**config.mk**
```make
export PLATFORM = sky130hd
export DESIGN_NAME = bar_and_peak_falloff_meter_core
export DESIGN_NICKNAME = d
export VERILOG_FILES = /design/src/rtl/bpfm_pkg.sv /design/src/rtl/bpfm_band_update.sv /design/src/rtl/bar_and_peak_falloff_meter_core.sv
export SDC_FILE = /design/constraint.sdc
export NUM_CORES = 1
export LEC_CHECK = 0
export BUFFER_PORTS_ARGS = -buffer_cell sky130_fd_sc_hd__buf_4
export CORE_MARGIN = 2
export CORE_UTILIZATION = 41
export CTS_BUF_LIST = sky130_fd_sc_hd__clkbuf_4
export CTS_CLUSTER_DIAMETER = 150
export CTS_CLUSTER_SIZE = 28
export DETAILED_ROUTE_END_ITERATION = 6
export PLACE_DENSITY_LB_ADDON = 0.08
export SLEW_MARGIN = 20
export SYNTH_ARGS = -nofsm -noshare
export SYNTH_HDL_FRONTEND = slang
export SYNTH_SLANG_ARGS = --single-unit
```
**constraint.sdc**
```tcl
create_clock -name clock -period 10.58 [get_ports clock]
set_clock_uncertainty 0.15 [all_clocks]
set_input_delay 0.529 -clock clock [delete_from_list [all_inputs] [get_ports clock]]
set_output_delay 0.529 -clock clock [all_outputs]
set_load 0.03 [all_outputs]
```
**src/rtl/bpfm_pkg.sv**
```systemverilog
// ----------------------------------------------------------------------------
// bpfm_pkg
// Shared types and constants of the bar and peak falloff meter.
// ----------------------------------------------------------------------------
package bpfm_pkg;

   localparam int BAND_W  = 5;
   localparam int LEVEL_W = 16;
   localparam int LVL_W   = 8;
   localparam int HOLD_W  = 6;
   localparam int CMP_W   = 9;
   localparam int CSR_IDX_W  = 3;
   localparam int CSR_DATA_W = 8;

   localparam logic [HOLD_W-1:0] RST_BAR_FALLOFF  = 6'd4;
   localparam logic [HOLD_W-1:0] RST_BAR_HOLD     = 6'd1;
   localparam logic [HOLD_W-1:0] RST_PEAK_FALLOFF = 6'd1;
   localparam logic [HOLD_W-1:0] RST_PEAK_HOLD    = 6'd16;
   localparam logic [LVL_W-1:0]  RST_FULL_SCALE   = 8'd40;

   typedef enum logic [CSR_IDX_W-1:0] {
      CSR_BAR_FALLOFF  = 3'd0,
      CSR_BAR_HOLD     = 3'd1,
      CSR_PEAK_FALLOFF = 3'd2,
      CSR_PEAK_HOLD    = 3'd3,
      CSR_FULL_SCALE   = 3'd4
   } csr_index_type;

   typedef struct packed {
      logic [HOLD_W-1:0] bar_falloff;
      logic [HOLD_W-1:0] bar_hold;
      logic [HOLD_W-1:0] peak_falloff;
      logic [HOLD_W-1:0] peak_hold;
      logic [LVL_W-1:0]  full_scale;
   } cfg_type;

   typedef struct packed {
      logic [LVL_W-1:0]  bar;
      logic [HOLD_W-1:0] bar_hold;
      logic [LVL_W-1:0]  peak;
      logic [HOLD_W-1:0] peak_hold;
   } band_state_type;

endpackage

```
**src/rtl/bpfm_band_update.sv**
```systemverilog
// ----------------------------------------------------------------------------
// bpfm_band_update
// Clamps a new level and applies bar and peak ballistics to one band, or clears its state.
// ----------------------------------------------------------------------------
module bpfm_band_update (
   input  bpfm_pkg::cfg_type                 cfg,
   input  bpfm_pkg::band_state_type          cur_state,
   input  logic signed [bpfm_pkg::LEVEL_W-1:0] level,
   input  logic                              clear,
   output bpfm_pkg::band_state_type          new_state
);
   import bpfm_pkg::*;

   typedef struct packed {
      logic [LVL_W-1:0]  lvl;
      logic [HOLD_W-1:0] hold;
   } kept_type;

   function automatic kept_type ballistics(
      input logic [LVL_W-1:0]  lvl,
      input logic [HOLD_W-1:0] hold,
      input logic [LVL_W-1:0]  x,
      input logic [HOLD_W-1:0] falloff,
      input logic [HOLD_W-1:0] reload
   );
      logic [HOLD_W-1:0] drop;
      logic [LVL_W-1:0]  cur;
      logic [HOLD_W-1:0] h;
      kept_type          res;
      drop = (falloff > hold) ? (falloff - hold) : '0;
      cur  = (lvl > LVL_W'(drop)) ? (lvl - LVL_W'(drop)) : '0;
      h    = (hold != '0) ? (hold - HOLD_W'(1)) : '0;
      if (x > cur) begin
         cur = x;
         h   = reload;
      end
      res.lvl  = cur;
      res.hold = h;
      return res;
   endfunction

   logic [LVL_W-1:0] x;
   kept_type         bar_res;
   kept_type         peak_res;

   always_comb begin
      if (level[LEVEL_W-1]) begin
         x = '0;
      end else if (level[LEVEL_W-2:0] > (LEVEL_W-1)'(cfg.full_scale)) begin
         x = cfg.full_scale;
      end else begin
         x = level[LVL_W-1:0];
      end
   end

   assign bar_res  = ballistics(cur_state.bar, cur_state.bar_hold, x,
                                cfg.bar_falloff, cfg.bar_hold);
   assign peak_res = ballistics(cur_state.peak, cur_state.peak_hold, x,
                                cfg.peak_falloff, cfg.peak_hold);

   always_comb begin
      if (clear) begin
         new_state = '0;
      end else begin
         new_state.bar       = bar_res.lvl;
         new_state.bar_hold  = bar_res.hold;
         new_state.peak      = peak_res.lvl;
         new_state.peak_hold = peak_res.hold;
      end
   end

endmodule

```
**src/rtl/bar_and_peak_falloff_meter_core.sv**
```systemverilog
// ----------------------------------------------------------------------------
// bar_and_peak_falloff_meter_core
// Per-band bar and peak display ballistics with hold and falloff.
//
//   channel  direction  handshake              payload
//   req      in         req_valid / req_stall  band, level, clear
//   rsp      out        rsp_valid / rsp_stall  band_out, bar_level, peak_level
//   csr      in         csr_valid / csr_ready  index, data
//
// One transaction per cycle unless rsp_stall; accept loads s1, then rsp regs.
// Band state sits in a memory read at accept; a same-band write is forwarded.
// Reset clears one valid bit per band at once; no clearing pass.
// rsp_stall holds the output register and the update stage, then req_stall.
// ----------------------------------------------------------------------------
module bar_and_peak_falloff_meter_core #(
   parameter int NUM_BANDS = 32
) (
   input  logic                                  clock,
   input  logic                                  reset,
   input  logic                                  req_valid,
   output logic                                  req_stall,
   input  logic [bpfm_pkg::BAND_W-1:0]           req_band,
   input  logic signed [bpfm_pkg::LEVEL_W-1:0]   req_level,
   input  logic                                  req_clear,
   output logic                                  rsp_valid,
   input  logic                                  rsp_stall,
   output logic [bpfm_pkg::BAND_W-1:0]           rsp_band_out,
   output logic [bpfm_pkg::LVL_W-1:0]            rsp_bar_level,
   output logic [bpfm_pkg::LVL_W-1:0]            rsp_peak_level,
   input  logic                                  csr_valid,
   output logic                                  csr_ready,
   input  logic [bpfm_pkg::CSR_IDX_W-1:0]        csr_index,
   input  logic [bpfm_pkg::CSR_DATA_W-1:0]       csr_data
);
   import bpfm_pkg::*;

   localparam int ADDR_W = (NUM_BANDS > 1) ? $clog2(NUM_BANDS) : 1;

   cfg_type cfg_ff;

   band_state_type mem [NUM_BANDS];
   logic [NUM_BANDS-1:0] vld_ff;

   logic                     s1_valid_ff, s1_valid_in;
   logic [BAND_W-1:0]        s1_band_ff;
   logic signed [LEVEL_W-1:0] s1_level_ff;
   logic                     s1_clear_ff;
   band_state_type           rd_ff;
   logic                     rd_vld_ff;
   logic                     fwd_ff;
   band_state_type           fwd_state_ff;

   logic                     rsp_valid_ff;
   logic [BAND_W-1:0]        rsp_band_ff;
   logic [LVL_W-1:0]         rsp_bar_ff;
   logic [LVL_W-1:0]         rsp_peak_ff;

   logic            accept, adv, s1_write, s1_in_range, req_fwd;
   logic [ADDR_W-1:0] req_addr, s1_addr;
   band_state_type  cur_state, new_state;

   assign csr_ready = 1'b1;

   always_ff @(posedge clock) begin
      if (reset) begin
         cfg_ff.bar_falloff  <= RST_BAR_FALLOFF;
         cfg_ff.bar_hold     <= RST_BAR_HOLD;
         cfg_ff.peak_falloff <= RST_PEAK_FALLOFF;
         cfg_ff.peak_hold    <= RST_PEAK_HOLD;
         cfg_ff.full_scale   <= RST_FULL_SCALE;
      end else if (csr_valid) begin
         unique case (csr_index)
            CSR_BAR_FALLOFF:  cfg_ff.bar_falloff  <= csr_data[HOLD_W-1:0];
            CSR_BAR_HOLD:     cfg_ff.bar_hold     <= csr_data[HOLD_W-1:0];
            CSR_PEAK_FALLOFF: cfg_ff.peak_falloff <= csr_data[HOLD_W-1:0];
            CSR_PEAK_HOLD:    cfg_ff.peak_hold    <= csr_data[HOLD_W-1:0];
            CSR_FULL_SCALE:   cfg_ff.full_scale   <= csr_data[LVL_W-1:0];
            default: ;
         endcase
      end
   end

   assign adv       = !rsp_valid_ff || !rsp_stall;
   assign req_stall = s1_valid_ff && !adv;
   assign accept    = req_valid && !req_stall;

   assign req_addr    = ADDR_W'(req_band);
   assign s1_addr     = ADDR_W'(s1_band_ff);
   assign s1_in_range = CMP_W'(s1_band_ff) < CMP_W'(NUM_BANDS);
   assign s1_write    = s1_valid_ff && adv && s1_in_range;
   assign req_fwd     = s1_write && (req_band == s1_band_ff);

   assign s1_valid_in = accept ? 1'b1 : (adv ? 1'b0 : s1_valid_ff);

   always_ff @(posedge clock) begin
      if (reset) begin
         s1_valid_ff <= 1'b0;
      end else begin
         s1_valid_ff <= s1_valid_in;
      end
   end

   always_ff @(posedge clock) begin
      if (accept) begin
         s1_band_ff   <= req_band;
         s1_level_ff  <= req_level;
         s1_clear_ff  <= req_clear;
         rd_ff        <= mem[req_addr];
         rd_vld_ff    <= vld_ff[req_addr];
         fwd_ff       <= req_fwd;
         fwd_state_ff <= new_state;
      end
   end

   always_ff @(posedge clock) begin
      if (s1_write) begin
         mem[s1_addr] <= new_state;
      end
   end

   always_ff @(posedge clock) begin
      if (reset) begin
         vld_ff <= '0;
      end else if (s1_write) begin
         vld_ff[s1_addr] <= 1'b1;
      end
   end

   always_comb begin
      if (fwd_ff) begin
         cur_state = fwd_state_ff;
      end else if (rd_vld_ff) begin
         cur_state = rd_ff;
      end else begin
         cur_state = '0;
      end
   end

   bpfm_band_update u_update (
      .cfg       (cfg_ff),
      .cur_state (cur_state),
      .level     (s1_level_ff),
      .clear     (s1_clear_ff),
      .new_state (new_state)
   );

   always_ff @(posedge clock) begin
      if (reset) begin
         rsp_valid_ff <= 1'b0;
      end else if (adv) begin
         rsp_valid_ff <= s1_valid_ff;
      end
   end

   always_ff @(posedge clock) begin
      if (adv) begin
         rsp_band_ff <= s1_band_ff;
         rsp_bar_ff  <= s1_in_range ? new_state.bar  : '0;
         rsp_peak_ff <= s1_in_range ? new_state.peak : '0;
      end
   end

   assign rsp_valid      = rsp_valid_ff;
   assign rsp_band_out   = rsp_band_ff;
   assign rsp_bar_level  = rsp_bar_ff;
   assign rsp_peak_level = rsp_peak_ff;

endmodule

```
==> flow_metrics.env <==
export IMPL_areaGrowthSynthToFinish_pct=9.74
export IMPL_first_iter_violations=2323
export IMPL_period_needed_ns=8.46
export IMPL_cp_max_fo=34
export IMPL_cp_data_required_time_ns=11.12
export IMPL_cts_buffers=43
export IMPL_power_density_nw_per_um2=176
export IMPL_root_buffer="clkbuf_4"
export IMPL_r2r_slack_ns=2.12
export IMPL_slowest_delay_ns=0.85
export IMPL_slew_viol_final=0
export IMPL_multi_input_area_sq_um=11400
export IMPL_reg2reg_depth=26
export IMPL_synth_commonest_cells="edfxtp_1, mux4_2, nor2_1"
export IMPL_worstPathArrival_ns=9.00
export IMPL_grt_max_degree=93
export IMPL_path_depth=26
export IMPL_path_delay_family="compound AO/OA/AOI/OAI gates"
export IMPL_drv_cap=0
export IMPL_synth_distinct_cells=65
export IMPL_core_area_sq_um=103000
export IMPL_power_mw=8.25
export IMPL_syn_inst=2166
export IMPL_synth_seq_area_share=0.732
export IMPL_synth_seq_cells=1063
export IMPL_worstReg2RegStart="rd_vld_ff$_DFFE_PP_"
export IMPL_num_vias=21980
export IMPL_peakVddDrop_mv=0.108
export IMPL_cts_setup_buffers=0
export IMPL_num_rows=118
export IMPL_die_w_um=327
export IMPL_synth_ff_type="edfxtp_1"
export IMPL_crit_end="mem[11][13]$_DFFE_PP_"
export IMPL_crit_slowest_cell="o22ai_4"
export IMPL_synth_top_area_share=0.701
export IMPL_first_pass_iters=7
export IMPL_crit_start="rd_vld_ff$_DFFE_PP_"
export IMPL_place_inst=3574
export IMPL_netlist_top_cells_area="edfxtp_1, mux4_2, dfxtp_1"
export IMPL_r2r_end="mem[11][13]$_DFFE_PP_"
export IMPL_setup_viol=0
export IMPL_synth_most_common_cell="edfxtp_1"
export IMPL_grt_antenna_before_repair=9
export IMPL_boundaryPins=62
export IMPL_tightest_slew_ns=1.09
export IMPL_hold_violations=0
export IMPL_overflow=0
export IMPL_track_usage=0.221
export IMPL_fin_area_sq_um=46900
export IMPL_drive_above_1_share=0.256
export IMPL_yosysWarnings=0
export IMPL_fill_cells=8722
export IMPL_worst_path_most_repeated_cell="ha_1"
export IMPL_cts_buffer_depth=3
export IMPL_final_net_count=2404
export IMPL_clock_latency_ns=1.02
export IMPL_clock_sinks=1063
export IMPL_grt_pass1_wl_mm=167
export IMPL_cts_resized=0
export IMPL_slew_headroom=0.271
export IMPL_min_path_type="primary input to flip-flop"
export IMPL_avgRoutedWirePerCell_um=31.6
export IMPL_layout_cells_non_filler=3733
export IMPL_cp_end_kind="flip-flop"
export IMPL_path_class="flip-flop to flip-flop"
export IMPL_h_tree_depth=2
export IMPL_synth_edf_count=997
export IMPL_syn_num_nets=2252
export IMPL_async_reset_ff_frac=0
export IMPL_timing_hold_ws_ns=0.241
export IMPL_die_area_sq_um=107000
export IMPL_io_buffer_count=60
export IMPL_grt_pass1_vias=22035
export IMPL_ant_nets=0
export IMPL_max_clock_freq_mhz=118
export IMPL_drc=0
export IMPL_syn_area_sq_um=42700
export IMPL_critPathLaunchType="flip-flop"
export IMPL_rsz0062_at_grt="no"
export IMPL_synth_top_area_cell="edfxtp_1"
export IMPL_syn_area_per_cell_sq_um=19.7
export IMPL_period_share=0.800
export IMPL_fp_dieH_um=327
export IMPL_status="complete, no violations"
export IMPL_dp_hpwl_mm=65.4
export IMPL_routed_wl_mm=118
export IMPL_start_util=0.413
export IMPL_path_clk_slew_ns=0.30
export IMPL_finalSetupTns_ns=0
export IMPL_seqCellArea_sq_um=31300
export IMPL_power_leakage_nw=14.7
export IMPL_critPathBufInv=2
export IMPL_cts_tree="done"
export IMPL_globalplace_congestion=0.908
export IMPL_avgViaCountPerCell=5.89
export IMPL_place_area_sq_um=45500
## registers in the layout (all words and copies together), names as in the netlist
| register | cells |
|---|---|
| cfg_ff | 32 |
| fwd_ff | 1 |
| fwd_state_ff | 28 |
| mem | 896 |
| rd_ff | 28 |
| rd_vld_ff | 1 |
| rsp_band_out | 5 |
| rsp_bar_level | 8 |
| rsp_peak_level | 8 |
| rsp_valid | 1 |
| s1_addr | 5 |
| s1_clear_ff | 1 |
| s1_level_ff | 16 |
| s1_valid_ff | 1 |
| vld_ff | 32 |
## cell usage in the layout, fill, tap and decap left out, types with 9 or more instances in the layout
cell type      instances
a21oi_1               58
a22o_1                14
a22oi_1                9
and2_1                12
buf_4                127
clkbuf_4              71
dfxtp_1               66
diode_2                9
dlygate4sd3_1         77
edfxtp_1             997
ha_1                  46
inv_1                 31
mux2_2                29
mux2i_1               14
mux4_2               290
nand2_1               88
nand3_1               16
nand3b_1              11
nand4_1               14
nor2_1               108
nor2_4                32
nor2b_1               14
nor3_1                16
o21ai_0               26
o22ai_1               10
xnor2_1               16
## worst min-delay path by stage
stage,from,endpoint,slack [ns],cells past startpoint
finish,csr_data[5],cfg_ff[5]$_SDFFE_PP1P_,0.24,4
floorplan,vld_ff[10]$_SDFFE_PP0P_,vld_ff[10]$_SDFFE_PP0P_,0.28,2
global placement,vld_ff[29]$_SDFFE_PP0P_,vld_ff[29]$_SDFFE_PP0P_,0.30,2
global route,csr_data[5],cfg_ff[5]$_SDFFE_PP1P_,0.16,4
CTS,csr_data[4],cfg_ff[30]$_SDFFE_PP0P_,0.13,4
detailed placement,vld_ff[22]$_SDFFE_PP0P_,vld_ff[22]$_SDFFE_PP0P_,0.30,2
## tightest hold or removal path: stages
cell,delay (ns)
dlygate4sd3_1,0.54
buf_4,0.18
nand2_1,0.07
nand3b_1,0.07
## through the flow
stage / utilization / worst slack, ns
CTS: 0.453 / 2.00
global route: 0.453 / 1.55
detailed placement: 0.440 / 2.09
finish: 0.453 / 2.12
global placement: 0.440 / 2.23
floorplan: - / 2.89
## metal layers
metal	share of wire	vias to the layer above	track usage
met5	0.00041	-	0
met3	0.055	111	0.0276
met4	0.022	4	0.0486
met1	0.44	12016	0.324
met2	0.48	693	0.358
li1	-	9156	-
## power breakdown
part           internal [mW]  total [mW]  switching, mW
clock                  0.297        1.46           1.16
combinational          0.485        1.55           1.07
sequential              5.18        5.24         0.0604
## cell families (layout without fill, tap and decap cells)
kind of cell	Yosys count	in the layout	share of synthesized area
other	1	10	0.0000878
AND/OR/NAND/NOR	354	354	0.0389
buffers and inverters	134	312	0.0137
adder cells (fa/ha/maj)	50	50	0.0149
flip-flops	1063	1063	0.732
AO/OA/AOI/OAI	211	211	0.0324
XOR/XNOR	20	20	0.00410
multiplexers	333	333	0.164
## layout make-up
cell class,instances,share of cell area
well taps,1380,0.0368
flip-flops and latches,1063,0.667
diodes,9,0.000481
clock buffers,71,0.0114
inverters,31,0.00248
multi-input cells,969,0.243
repair buffers,210,0.0387
## what timing repair did
action                                  in CTS  in global routing
hold buffers                                77                  0
endpoints found under the setup margin       0                  0
hold endpoints to repair                   129                  0
Power figures use the tool's default switching activity.
